[src/sv/sms_pkg.sv]
// ----------------------------------------------------------------------------
// sms_pkg: shared types for the stable merge sorter
// Holds the command record that passes from the front end to the back end.
// ----------------------------------------------------------------------------
package sms_pkg;

  localparam int unsigned VALUE_W = 32;

  // One request from the front end: a value to store or an end-of-run marker.
  typedef struct packed {
    logic               is_last;
    logic               keep;      // value fits in the store
    logic [VALUE_W-1:0] value;
  } cmd_t;

  typedef enum logic [2:0] {
    ST_LOAD,
    ST_RD_A,
    ST_RD_B,
    ST_MERGE,
    ST_ORD,
    ST_OUT
  } state_t;

endpackage

[src/sv/sms_front.sv]
// ----------------------------------------------------------------------------
// sms_front: input classifier and command queue
// Counts elements of a run, marks those past capacity, and queues requests.
// ----------------------------------------------------------------------------
module sms_front #(
  parameter int unsigned MAX_ELEMENTS = 64
) (
  input  logic          clk,
  input  logic          rst,
  input  logic          push,
  output logic          full,
  input  logic [31:0]   value,
  input  logic          last,
  output logic          cmd_valid,
  input  logic          cmd_take,
  output sms_pkg::cmd_t cmd
);

  localparam int unsigned CW = $clog2(MAX_ELEMENTS + 1);

  logic [CW-1:0]  count;
  sms_pkg::cmd_t  q [2];
  logic           wp, rp;
  logic [1:0]     fill;
  logic           acc;

  assign full      = (fill == 2'd2);
  assign acc       = push && !full;
  assign cmd_valid = (fill != 2'd0);
  assign cmd       = q[rp];

  always_ff @(posedge clk) begin
    if (rst) begin
      count <= '0;
      wp    <= 1'b0;
      rp    <= 1'b0;
      fill  <= 2'd0;
    end else begin
      if (acc) begin
        q[wp] <= '{is_last: last, keep: (count < CW'(MAX_ELEMENTS)), value: value};
        wp    <= ~wp;
        if (last) begin
          count <= '0;
        end else if (count < CW'(MAX_ELEMENTS)) begin
          count <= count + CW'(1);
        end
      end
      if (cmd_valid && cmd_take) begin
        rp <= ~rp;
      end
      fill <= fill + {1'b0, acc} - {1'b0, cmd_valid && cmd_take};
    end
  end

endmodule

[config.mk]
export PLATFORM = sky130hd
export DESIGN_NAME = sms_front
export DESIGN_NICKNAME = d
export VERILOG_FILES = /design/src/sv/sms_pkg.sv /design/src/sv/sms_front.sv
export SDC_FILE = /design/constraint.sdc
export NUM_CORES = 1
export LEC_CHECK = 0
export ABC_AREA = 1
export BUFFER_PORTS_ARGS = -buffer_cell sky130_fd_sc_hd__buf_2
export CAP_MARGIN = 25
export CORE_UTILIZATION = 53
export CTS_CLUSTER_SIZE = 40
export DETAILED_ROUTE_END_ITERATION = 10
export GPL_TIMING_DRIVEN = 0
export HOLD_SLACK_MARGIN = 0.02
export PLACE_DENSITY = 0.85
export SYNTH_ARGS = -nofsm -noshare
export SYNTH_HDL_FRONTEND = slang
export SYNTH_SLANG_ARGS = --single-unit
export TNS_END_PERCENT = 5
[constraint.sdc]
create_clock -name clk -period 5.01 [get_ports clk]
set_clock_uncertainty 0.05 [all_clocks]
set_input_delay 0.7515 -clock clk [delete_from_list [all_inputs] [get_ports clk]]
set_output_delay 0.7515 -clock clk [all_outputs]
set_load 0.01 [all_outputs]
==> impl_metrics.yaml <==
critical_path:
  slowest_delay_ns: 0.35
  cp_slowest_cell: "mux2_2"
  arrival_ns: 1.46
  critical_path.cell_chain: "buf_6 -> buf_6 -> mux2_2 -> buf_2"
  worstSetupPathType: "reg -> out"
  end_kind: "output port"
  crit_path_start_kind: "flop"
  critPathTopFamily: "buffers and inverters"
  required_ns: 4.21
  crit_top_cell: "buf_6"
  path_buf_inv: 3
  cp_max_fo: 10
die:
  start_util_pct: 55.33
  die_h_um: 78.29
  ios: 73
  die-area_um2: 6129
  fp-row-count: 27
  fp.coreArea_um2: 5574
  die_w_um: 78.29
cells_and_area:
  multi_input_area_um2: 713.2
  stdcell_count: 351
  post-route-cell-area_um2: 3809
  register_area_um2: 2282
  final_layout_size_suffix_gt1_share_pct: 50.18
  nFillCells: 408
  fin_nets: 315
  syn_to_final_growth_pct: 23.49
  antenna_cells: 0
pwr:
  p_leak_nw: 1.457
  total_power_w: 0.001682
  p_clk_share_pct: 28.7
  power_switching_w: 0.0004338
  p_int_w: 0.001248
  powerDensity_nw_per_um2: 441.6
  power_frac_comb_pct: 23.2
  p_seq_share_pct: 48.1
  p_sw_share_pct: 25.79
  vdd_drop_max_mv: 0.2603
placed_design:
  gp_congestion: 0.8295
  pre_cts_slack_ns: 2.726
  hpwl_um: 3586
  placed_cells_incl_taps: 336
  dpl_cell_area_um2: 3608
  io_buffers: 72
clocking:
  post_cts_resized: 0
  clkSinkCount: 80
  clk_path_buf_depth: 2
  cts_hold_buffers: 0
  htree_levels: 3
  insertion_delay_ns: 0.34
  numCtsBuffers: 9
  clk_pin_slew_ns: 0.08
  root_buffer: "clkbuf_8"
  post-cts-setup-buffer-count: 0
  cts_tree: "yes"
synthesis:
  ys_top_cells_by_area: "edfxtp_1 66%, mux2_2 12%, dfxtp_1 7.8%"
  ys_ff_latch: 80
  yosysTopAreaCellShare_pct: 66.21
  yosysWarnings: 0
  ys_seq_area_share_pct: 74.00
  synth_cell_types: 22
  synth_top_area_cell: "edfxtp_1"
  syn_area_um2: 3084
  synth_nets: 228
  netlist_instances: 188
  syn_area_per_cell_um2: 16.41
grt:
  grt_pass1_vias: 1843
  grtUsageTotal_pct: 18.62
  grt_first_pass_wirelength_um: 8535
  antenna_found_initial: 0
  gr-total-overflow: 0
  grt_max_degree: 23
timing:
  drv_slew: 0
  min_period_ns: 2.264
  setup_viol_count_final: 0
  setup_slack_ns: 2.746
  fmax_ghz: 0.4417
  hold_viol: 0
  max_slew_margin_pct: 68.17
  fin_crit_sh_pct: 45.19
  worst_pin_slew_ns: 0.4748
  rsz0062_at_grt: "false"
  hold_slack_ns: 0.4296
detailed_routing:
  ant_nets: 0
  via_per_inst: 5.046
  drt-pass1-iter-count: 5
  wirelength_um: 5143
  drcViolationCount: 0
  drt-initial-drc-count: 76
  vias: 1771
  wire_per_inst_um: 14.65
worst_hold_path:
  hold_class: "reg -> reg"
run:
  drv_cap: 0
status:
  outcome: "finished clean"
-- synth_stat cells --
| library cell | count |
|---|---|
| inv_2 | 4 |
| nand2_4 | 1 |
| inv_1 | 11 |
| nand2_2 | 2 |
| nor2_1 | 10 |
| edfxtp_1 | 68 |
| ha_1 | 3 |
| xnor2_1 | 1 |
| nor3_1 | 1 |
| dfxtp_1 | 12 |
| nand4_1 | 1 |
| buf_6 | 4 |
| nor2_8 | 1 |
| nand3_1 | 5 |
| o21a_1 | 1 |
| o21ai_0 | 2 |
| mux2_2 | 34 |
| o21ai_1 | 1 |
| a21oi_1 | 9 |
| nand3_2 | 2 |
| nand2_1 | 13 |
| a21oi_2 | 2 |
-- final cells by class --
class,instances,share of cell area (%)
clock inverter,5,1.905
tap,72,2.365
timing repair buffer,76,11.07
clock buffer,10,3.351
multi-input combinational,89,18.73
buffer,4,1.183
sequential,80,59.92
inverter,15,1.478
-- state kept, by name (all words and copies together), names as in the netlist, named ones only --
register  count
rp            1
wp            1
q            68
count         7
fill          2
-- routing by layer --
metal	up-vias	track usage (%)	part of all wire, %
li1	863	-	-
met2	53	32.11	53
met1	849	21.12	41
met3	6	6.512	4.8
met5	-	0	0
met4	0	7.407	1.0
-- worst paths after layout --
check | startpoint | end | slack, ns | cells after the start
setup / recovery | flop | cmd[9] | 2.75 | 4
hold / removal | rp | flop | 0.43 | 1
setup reg to reg | fill[0] | q[0][19] | 3.23 | 5
hold reg to reg | rp | flop | 0.43 | 1
-- power by group through the flow --
stage | Clock [W] | Combinational, W | Sequential (W)
after floorplan | 0 | 0.000256 | 0.000821
after global placement | 0 | 0.000368 | 0.000824
after detailed placement | 0 | 0.000393 | 0.000824
after CTS | 0.000492 | 0.000396 | 0.000810
after global routing | 0.000516 | 0.000427 | 0.000815
final | 0.000483 | 0.000390 | 0.000809
-- cell usage in the layout, fill, tap and decap left out, types with 2 or more instances in the layout --
master / Yosys / routed
inv_1: 11 / 11
nand3_2: 2 / 2
buf_6: 4 / 7
clkinv_1: 0 / 2
edfxtp_1: 68 / 68
dfxtp_1: 12 / 12
nand3_1: 5 / 5
inv_2: 4 / 4
mux2_2: 34 / 34
a21oi_1: 9 / 9
nand2_1: 13 / 13
o21ai_0: 2 / 2
a21oi_2: 2 / 2
bufinv_16: 0 / 2
clkbuf_8: 0 / 9
ha_1: 3 / 3
buf_2: 0 / 72
nand2_2: 2 / 2
nor2_1: 10 / 9
-- logic make-up (layout without fill, tap and decap cells) --
group	after synthesis	after routing	share of synthesized area, %
AND/OR/NAND/NOR	36	36	6.045
AO/OA/AOI/OAI	15	15	2.759
XOR/XNOR	1	1	0.2840
adder cells (fa/ha/maj)	3	3	1.217
buffers and inverters	19	110	3.286
flip-flops	80	80	74.00
multiplexers	34	34	12.41
-- through the flow --
| stage | util, % | TNS [ns] |
|---|---|---|
| 5_1_grt | 68.33 | 0 |
| 3_3_place_gp | 63.41 | -0.9315 |
| 2_1_floorplan | - | 0 |
| 6_report | 68.33 | 0 |
| 4_1_cts | 68.33 | 0 |
| 3_5_place_dp | 64.74 | 0 |
Note: power is estimated with default switching activity, not from simulation.
