--- src/sv/sms_pkg.sv ---
// ----------------------------------------------------------------------------
// sms_pkg: shared types for the stable merge sorter
// Holds the command record that passes from the front end to the back end.
// ----------------------------------------------------------------------------
package sms_pkg;

  localparam int unsigned VALUE_W = 32;

  // One request from the front end: a value to store or an end-of-run marker.
  typedef struct packed {
    logic               is_last;
    logic               keep;      // value fits in the store
    logic [VALUE_W-1:0] value;
  } cmd_t;

  typedef enum logic [2:0] {
    ST_LOAD,
    ST_RD_A,
    ST_RD_B,
    ST_MERGE,
    ST_ORD,
    ST_OUT
  } state_t;

endpackage

--- src/sv/sms_ram.sv ---
// ----------------------------------------------------------------------------
// sms_ram: generic simple dual-port RAM with registered read
// One write and one read address per cycle.
// ----------------------------------------------------------------------------
module sms_ram #(
  parameter int unsigned WIDTH = 32,
  parameter int unsigned DEPTH = 64
) (
  input  logic                     clk,
  input  logic                     we,
  input  logic [$clog2(DEPTH)-1:0] waddr,
  input  logic [WIDTH-1:0]         wdata,
  input  logic [$clog2(DEPTH)-1:0] raddr,
  output logic [WIDTH-1:0]         rdata
);

  logic [WIDTH-1:0] mem [DEPTH];

  always_ff @(posedge clk) begin
    if (we) begin
      mem[waddr] <= wdata;
    end
    rdata <= mem[raddr];
  end

endmodule

--- src/sv/sms_back.sv ---
// ----------------------------------------------------------------------------
// sms_back: storage, bottom-up merge engine and result queue
// Stores values, merges runs between two RAMs, then streams the sorted run.
// ----------------------------------------------------------------------------
module sms_back #(
  parameter int unsigned MAX_ELEMENTS = 64
) (
  input  logic          clk,
  input  logic          rst,
  input  logic          cmd_valid,
  output logic          cmd_take,
  input  sms_pkg::cmd_t cmd,
  output logic          empty,
  input  logic          pop,
  output logic [31:0]   sorted_value,
  output logic          last_out,
  output logic          overflow
);

  localparam int unsigned AW = $clog2(MAX_ELEMENTS);
  localparam int unsigned CW = $clog2(MAX_ELEMENTS + 1);

  sms_pkg::state_t state, state_next;

  // Run bookkeeping: element count, pass width, the two run heads a and b,
  // the run bounds mid and hi, and the write position k.
  logic [CW-1:0] n, wid, a, b, mid, hi, k;
  logic          ovf;
  logic          src_sel;   // 1 when the current source run lives in scratch
  logic          took_a;    // previous merge step consumed the left run
  logic [31:0]   va, vb;

  logic          st_we, sc_we;
  logic [AW-1:0] st_wa, sc_wa, rd_addr;
  logic [31:0]   st_wd, st_rd, sc_rd, rd_data;

  logic [31:0]   cur_a, cur_b, win;
  logic          a_ok, b_ok, take_a;
  logic          pair_end, pass_end;
  logic [CW-1:0] n_total;
  logic [CW:0]   n_w, wid2, wid4, hi_wid, hi_wid2;
  logic [CW:0]   nx_mid, nx_hi, ps_mid, ps_hi;

  // Output register: one result slot.
  logic          ob_full;
  logic          emit;

  sms_ram #(.WIDTH(32), .DEPTH(MAX_ELEMENTS)) u_store (
    .clk(clk), .we(st_we), .waddr(st_wa), .wdata(st_wd), .raddr(rd_addr), .rdata(st_rd)
  );
  sms_ram #(.WIDTH(32), .DEPTH(MAX_ELEMENTS)) u_scratch (
    .clk(clk), .we(sc_we), .waddr(sc_wa), .wdata(win), .raddr(rd_addr), .rdata(sc_rd)
  );

  assign n_total = n + CW'(cmd.keep);
  assign rd_data = src_sel ? sc_rd : st_rd;

  // The head of the run consumed last time arrives fresh from the RAM; the
  // other head is held in its register.
  assign cur_a  = took_a ? rd_data : va;
  assign cur_b  = took_a ? vb : rd_data;
  assign a_ok   = (a < mid);
  assign b_ok   = (b < hi);
  assign take_a = a_ok && (!b_ok || ($signed(cur_a) <= $signed(cur_b)));
  assign win    = take_a ? cur_a : cur_b;

  assign pair_end = (k + CW'(1) == hi);
  assign pass_end = (hi == n);

  assign n_w     = {1'b0, n};
  assign wid2    = {wid, 1'b0};
  assign wid4    = {wid2[CW-1:0], 1'b0};
  assign hi_wid  = {1'b0, hi} + {1'b0, wid};
  assign hi_wid2 = {1'b0, hi} + wid2;
  assign nx_mid  = (hi_wid > n_w) ? n_w : hi_wid;
  assign nx_hi   = (hi_wid2 > n_w) ? n_w : hi_wid2;
  assign ps_mid  = (wid2 > n_w) ? n_w : wid2;
  assign ps_hi   = (wid4 > n_w) ? n_w : wid4;

  assign sc_wa = AW'(k);
  assign empty = !ob_full;
  assign emit  = (state == sms_pkg::ST_OUT) && (!ob_full || pop);

  always_comb begin
    state_next = state;
    unique case (state)
      sms_pkg::ST_LOAD: if (cmd_valid && cmd.is_last) begin
        state_next = (n_total > CW'(1)) ? sms_pkg::ST_RD_A : sms_pkg::ST_ORD;
      end
      sms_pkg::ST_RD_A:  state_next = sms_pkg::ST_RD_B;
      sms_pkg::ST_RD_B:  state_next = sms_pkg::ST_MERGE;
      sms_pkg::ST_MERGE: if (pair_end) begin
        if (pass_end && (wid2 >= n_w)) begin
          state_next = sms_pkg::ST_ORD;
        end else begin
          state_next = sms_pkg::ST_RD_A;
        end
      end
      sms_pkg::ST_ORD:   state_next = sms_pkg::ST_OUT;
      sms_pkg::ST_OUT:   if (emit && (k + CW'(1) == n)) state_next = sms_pkg::ST_LOAD;
      default:           state_next = sms_pkg::ST_LOAD;
    endcase
  end

  // Memory ports and the queue take. Merging reads the source RAM and
  // writes the other one.
  always_comb begin
    cmd_take = 1'b0;
    st_we    = 1'b0;
    sc_we    = 1'b0;
    st_wa    = AW'(k);
    st_wd    = win;
    rd_addr  = AW'(k);
    unique case (state)
      sms_pkg::ST_LOAD: begin
        cmd_take = cmd_valid;
        st_we    = cmd_valid && cmd.keep;
        st_wa    = AW'(n);
        st_wd    = cmd.value;
      end
      sms_pkg::ST_RD_A:  rd_addr = AW'(a);
      sms_pkg::ST_RD_B:  rd_addr = AW'(b);
      sms_pkg::ST_MERGE: begin
        st_we   = src_sel;
        sc_we   = !src_sel;
        rd_addr = take_a ? AW'(a + CW'(1)) : AW'(b + CW'(1));
      end
      sms_pkg::ST_ORD:   rd_addr = '0;
      sms_pkg::ST_OUT:   rd_addr = emit ? AW'(k + CW'(1)) : AW'(k);
      default: ;
    endcase
  end

  always_ff @(posedge clk) begin
    if (rst) begin
      state   <= sms_pkg::ST_LOAD;
      n       <= '0;
      ovf     <= 1'b0;
      k       <= '0;
      src_sel <= 1'b0;
      ob_full <= 1'b0;
    end else begin
      state <= state_next;
      if (emit) begin
        ob_full      <= 1'b1;
        sorted_value <= rd_data;
        last_out     <= (k + CW'(1) == n);
        overflow     <= ovf;
      end else if (pop) begin
        ob_full <= 1'b0;
      end
      unique case (state)
        sms_pkg::ST_LOAD: if (cmd_valid) begin
          n <= n_total;
          if (!cmd.keep) ovf <= 1'b1;
          if (cmd.is_last) begin
            wid     <= CW'(1);
            a       <= '0;
            b       <= CW'(1);
            mid     <= CW'(1);
            hi      <= CW'(2);
            k       <= '0;
            src_sel <= 1'b0;
          end
        end
        sms_pkg::ST_RD_B: begin
          va     <= rd_data;
          took_a <= 1'b0;
        end
        sms_pkg::ST_MERGE: begin
          va     <= cur_a;
          vb     <= cur_b;
          took_a <= take_a;
          if (!pair_end) begin
            k <= k + CW'(1);
            if (take_a) a <= a + CW'(1); else b <= b + CW'(1);
          end else if (!pass_end) begin
            a   <= hi;
            k   <= hi;
            mid <= nx_mid[CW-1:0];
            b   <= nx_mid[CW-1:0];
            hi  <= nx_hi[CW-1:0];
          end else begin
            src_sel <= !src_sel;
            wid     <= wid2[CW-1:0];
            a       <= '0;
            k       <= '0;
            mid     <= ps_mid[CW-1:0];
            b       <= ps_mid[CW-1:0];
            hi      <= ps_hi[CW-1:0];
          end
        end
        sms_pkg::ST_OUT: if (emit) begin
          if (k + CW'(1) == n) begin
            k   <= '0;
            n   <= '0;
            ovf <= 1'b0;
          end else begin
            k <= k + CW'(1);
          end
        end
        default: ;
      endcase
    end
  end

  assert property (@(posedge clk) disable iff (rst) (ob_full && !pop) |=> ob_full)
    else $error("result slot lost");
  assert property (@(posedge clk) disable iff (rst)
    (ob_full && !pop) |=> ($stable(sorted_value) && $stable(last_out) && $stable(overflow)))
    else $error("waiting result changed");
  assert property (@(posedge clk) disable iff (rst) (state == sms_pkg::ST_OUT) |-> (n != '0))
    else $error("emitting with no stored elements");
  assert property (@(posedge clk) disable iff (rst) cmd_take |-> (state == sms_pkg::ST_LOAD))
    else $error("request taken while sorting");
  assert property (@(posedge clk) disable iff (rst) (state == sms_pkg::ST_MERGE) |-> (k < hi))
    else $error("merge write past the run pair");

endmodule

--- config.mk ---
export PLATFORM = sky130hd
export DESIGN_NAME = sms_back
export DESIGN_NICKNAME = d
export VERILOG_FILES = /design/src/sv/sms_pkg.sv /design/src/sv/sms_ram.sv /design/src/sv/sms_back.sv
export SDC_FILE = /design/constraint.sdc
export NUM_CORES = 2
export LEC_CHECK = 0
export BUFFER_PORTS_ARGS = -buffer_cell sky130_fd_sc_hd__buf_2
export CAP_MARGIN = 20
export CORE_MARGIN = 4
export CORE_UTILIZATION = 45
export CTS_CLUSTER_SIZE = 8
export DETAILED_ROUTE_END_ITERATION = 10
export GPL_TIMING_DRIVEN = 0
export PLACE_DENSITY = 0.69
export SLEW_MARGIN = 20
export SYNTH_ARGS = -nofsm -noshare
export SYNTH_HDL_FRONTEND = slang
export SYNTH_HIERARCHICAL = 1
export SYNTH_SLANG_ARGS = --single-unit
--- constraint.sdc ---
create_clock -name clk -period 5.55 [get_ports clk]
set_clock_uncertainty 0.1 [all_clocks]
set_input_delay 1.3875 -clock clk [delete_from_list [all_inputs] [get_ports clk]]
set_output_delay 1.3875 -clock clk [all_outputs]
set_load 0.1 [all_outputs]
==> run summary <==
status -> finished with violations
failing checks -> negative setup slack
Post-Syn Area -> 0.169 mm²
final hold slack -> 0.356 ns
worst slew pin tran -> 1.13 ns
via count -> 96,600
Slew Limit Fails -> 0
area growth from synthesis to layout -> 24.9%
DRT iter0 DRCs -> 18,000
PD cells -> 718 mW/mm²
Core ar. -> 0.373 mm²
die height -> 620 µm
Die W -> 620 µm
final WL -> 573,000 µm
met2 usage -> 0.431
vias in the first global route -> 95,400
synthesis warning total -> 6
static leakage -> 66.6 nW
CTS Hold Bufs -> 0
layout cells sized above 1 -> 0.371
NumNets Final -> 9,371
CP Data Arrival Time -> 6.99 ns
Tot GR Track Use -> 0.292
CP endpoint -> u_scratch/rdata[20]$_DFF_P_
sum of negative setup slack -> -124.59 ns
CP startpoint -> src_sel$_SDFFE_PP0P_
ys async rst share -> 0
RSZ-0062 raised after global routing -> yes
setup ws final -> -0.720 ns
GRT met3 Usage -> 0.0828
worst r2r path cells -> 20
syn nets -> 8,036
CTS clk-pin slew, worst paths -> 0.05 ns
first-pass GRT wire length -> 777,000 µm
HPWL after detailed placement -> 364,000 µm
largest net degree at the start of global routing -> 65
r2r setup slk -> -0.72 ns
clock sinks -> 4,314
clk root buf -> clkbuf_16
gr busiest metal -> met2
Max VDD drop -> 714 µV
met1 Resource Use GR -> 0.377
peak fanout along the critical path -> 10
PortBufs -> 72
TritonCTS Buffers -> 611
Critical Path RT -> 6.27 ns
later-pin clock latency in the skew report -> 1.03 ns
Post-DP Area -> 0.185 mm²
wire per inst -> 39.9 µm
GPL Wtd Cong -> 0.935
overflow left after global routing -> 0
FMAX -> 0.160 GHz
die area -> 0.384 mm²
final worst-path cycle share -> 1.13
register area share after synthesis -> 0.764
DRC errors left -> 0
Final min period -> 6.27 ns
top_reg_cell synth -> edfxtp_1
Netlist cell types -> 77
cell count after synthesis -> 7,909
Finish-stage setup viols -> 860
Post-synth EDFFs -> 4,230
Worst R2R End -> u_scratch/rdata[20]$_DFF_P_
I/O pins -> 74
Hold Path Class -> flip-flop to flip-flop
Worst Setup End Kind -> flip-flop
H-tree Lvls -> 6
Max clock buf depth -> 4
Row Count -> 224
initial antenna violation count -> 31
CTS tree -> yes
relative slew slack -> 0.245
FF-to-FF Start -> src_sel$_SDFFE_PP0P_
FF+latch count, synth -> 4,314
Routed Antenna Nets -> 0
routed vias/inst -> 6.72
Initial Util -> 0.452
Startpoint Class -> flip-flop
Mean Syn Cell Area -> 21.3 µm²
design area -> 0.211 mm²
total of max-cap violations -> 0
Worst Path Class, Setup -> flip-flop to flip-flop
Hold Fails Final Rpt -> 0
Pre-antenna DRT Iters -> 9
-- worst min-delay path by stage --
stage	slack, ns	from	to	depth (start not counted)
after floorplan	0.31	ovf$_SDFFE_PP0P_	overflow$_DFFE_PP_	0
after global placement	0.35	ovf$_SDFFE_PP0P_	overflow$_DFFE_PP_	0
after detailed placement	0.35	ovf$_SDFFE_PP0P_	overflow$_DFFE_PP_	0
after CTS	0.36	ovf$_SDFFE_PP0P_	overflow$_DFFE_PP_	0
after global routing	0.39	ovf$_SDFFE_PP0P_	overflow$_DFFE_PP_	0
final	0.36	ovf$_SDFFE_PP0P_	overflow$_DFFE_PP_	0
-- registers in the layout, indices dropped and copies added (netlist names), 32 cells and up --
register,flops
u_store/rdata,32
u_scratch/mem,2048
u_scratch/rdata,32
sorted_value,32
vb,32
va,32
u_store/mem,2048
-- cells in the mapped netlist (10+ instances only) --
library cell	number	area (µm²)
o21ai_0	72	360
nor2_1	390	1460
nor2b_1	42	263
buf_4	47	353
mux4_2	1088	24500
a21o_1	18	135
nor4_1	12	75.1
a41o_1	10	100
a22oi_1	26	195
nand4_1	20	125
inv_1	101	379
a31oi_1	40	250
o21a_1	11	82.6
mux2_2	34	383
nand2b_1	33	206
edfxtp_1	4230	127000
a211oi_1	10	75.1
nand3b_1	11	82.6
a21oi_1	224	1120
and3_1	21	131
o22ai_1	177	1110
buf_6	13	146
nor3_1	29	145
dfxtp_1	84	1680
o32ai_1	11	96.3
mux2i_1	252	2520
buf_1	51	191
a311oi_1	21	184
nand3_1	56	280
o221ai_1	58	508
xnor2_1	32	280
ha_1	87	1090
buf_2	121	606
nand2_1	148	556
clkbuf_1	206	773
-- critical path, cell delays in order (launching register included) --
cell       delay [ns]
dfxtp_4          0.48
buf_6            0.14
clkbuf_16        0.16
mux2_4           0.34
mux2i_2          0.20
inv_2            0.09
ha_4             0.29
nand4_1          0.24
buf_4            0.24
nor4_4           0.40
a221oi_2         0.11
o21ai_2          0.17
a211o_4          0.26
nand2_8          0.09
o311ai_2         0.40
buf_4            0.26
clkbuf_2         0.32
or2_0            0.56
buf_4            0.54
a311oi_2         0.13
nor3_4           0.53
-- per-layer routing --
metal / vias up / part of all wire
met5: - / 0.00015
met4: 12 / 0.083
met3: 1889 / 0.14
met2: 8983 / 0.45
met1: 49900 / 0.33
li1: 35800 / -
-- logic make-up (layout without fill, tap and decap cells) --
logic type                 count (synthesis)  in the layout  synth area share
muxes                                   1374           1374             0.163
adders and majority gates                 89             89           0.00670
xor gates and xnor gates                  44             44           0.00254
AOI/OAI and AO/OA                        737            737            0.0281
buffers and inverters                    540           2021            0.0146
and+or+nand+nor                          811            811            0.0219
other                                      0             20                 0
DFF                                     4314           4314             0.764
-- area by class of cell --
cell class | count | area (µm²)
plain buffers | 419 | 4890
well taps | 4972 | 6220
repair buffers | 741 | 11300
fillers | 26000 | 162000
diodes | 20 | 50.0
clock inverters | 61 | 1170
flip-flops and latches | 4314 | 129000
multi-input cells | 3055 | 42100
inverters | 102 | 384
clock buffers | 698 | 15700
-- layout by cell type, fill, tap and decap left out, drive strengths merged, types with 10 or more instances in the layout --
cell type and count:
edfxtp 4230, mux4 1088, buf 965, clkbuf 892, nor2 390, mux2i 252, a21oi 224, o22ai 177
nand2 148, inv 129, ha 87, dfxtp 84, o21ai 72, o221ai 58, nand3 56, nor2b 42
a31oi 40, mux2 34, nand2b 33, clkinv 33, xnor2 32, nor3 29, a22oi 26, and3 22
a311oi 21, diode 20, nand4 20, a21o 18, nor4 13, o21a 11, nand3b 11, o32ai 11
a41o 10, a211oi 10, or2 10, or3b 10
-- power by group --
group          switching, W  internal, W
registers          0.000437       0.0459
logic                0.0451       0.0260
clock network        0.0138       0.0199
total                0.0594       0.0917
-- through the flow --
stage	utilization	total power [W]	std cells	setup WS (ns)
after floorplan	-	0.0768	7909	-0.530
after global placement	0.470	0.100	13000	-7.10
after detailed placement	0.496	0.104	13300	-5.08
after CTS	0.559	0.146	14300	-0.364
after global routing	0.565	0.154	14400	-0.734
final	0.565	0.151	14400	-0.720
-- repair_timing --
action	4_1_cts	5_1_grt
setup endpoints to repair	5833	1891
endpoints found under the hold margin	0	0
resized for setup	1171	320
pin swaps	63	47
gates cloned	8	4
setup buffers	267	49
Note: power is estimated with default switching activity, not from simulation.
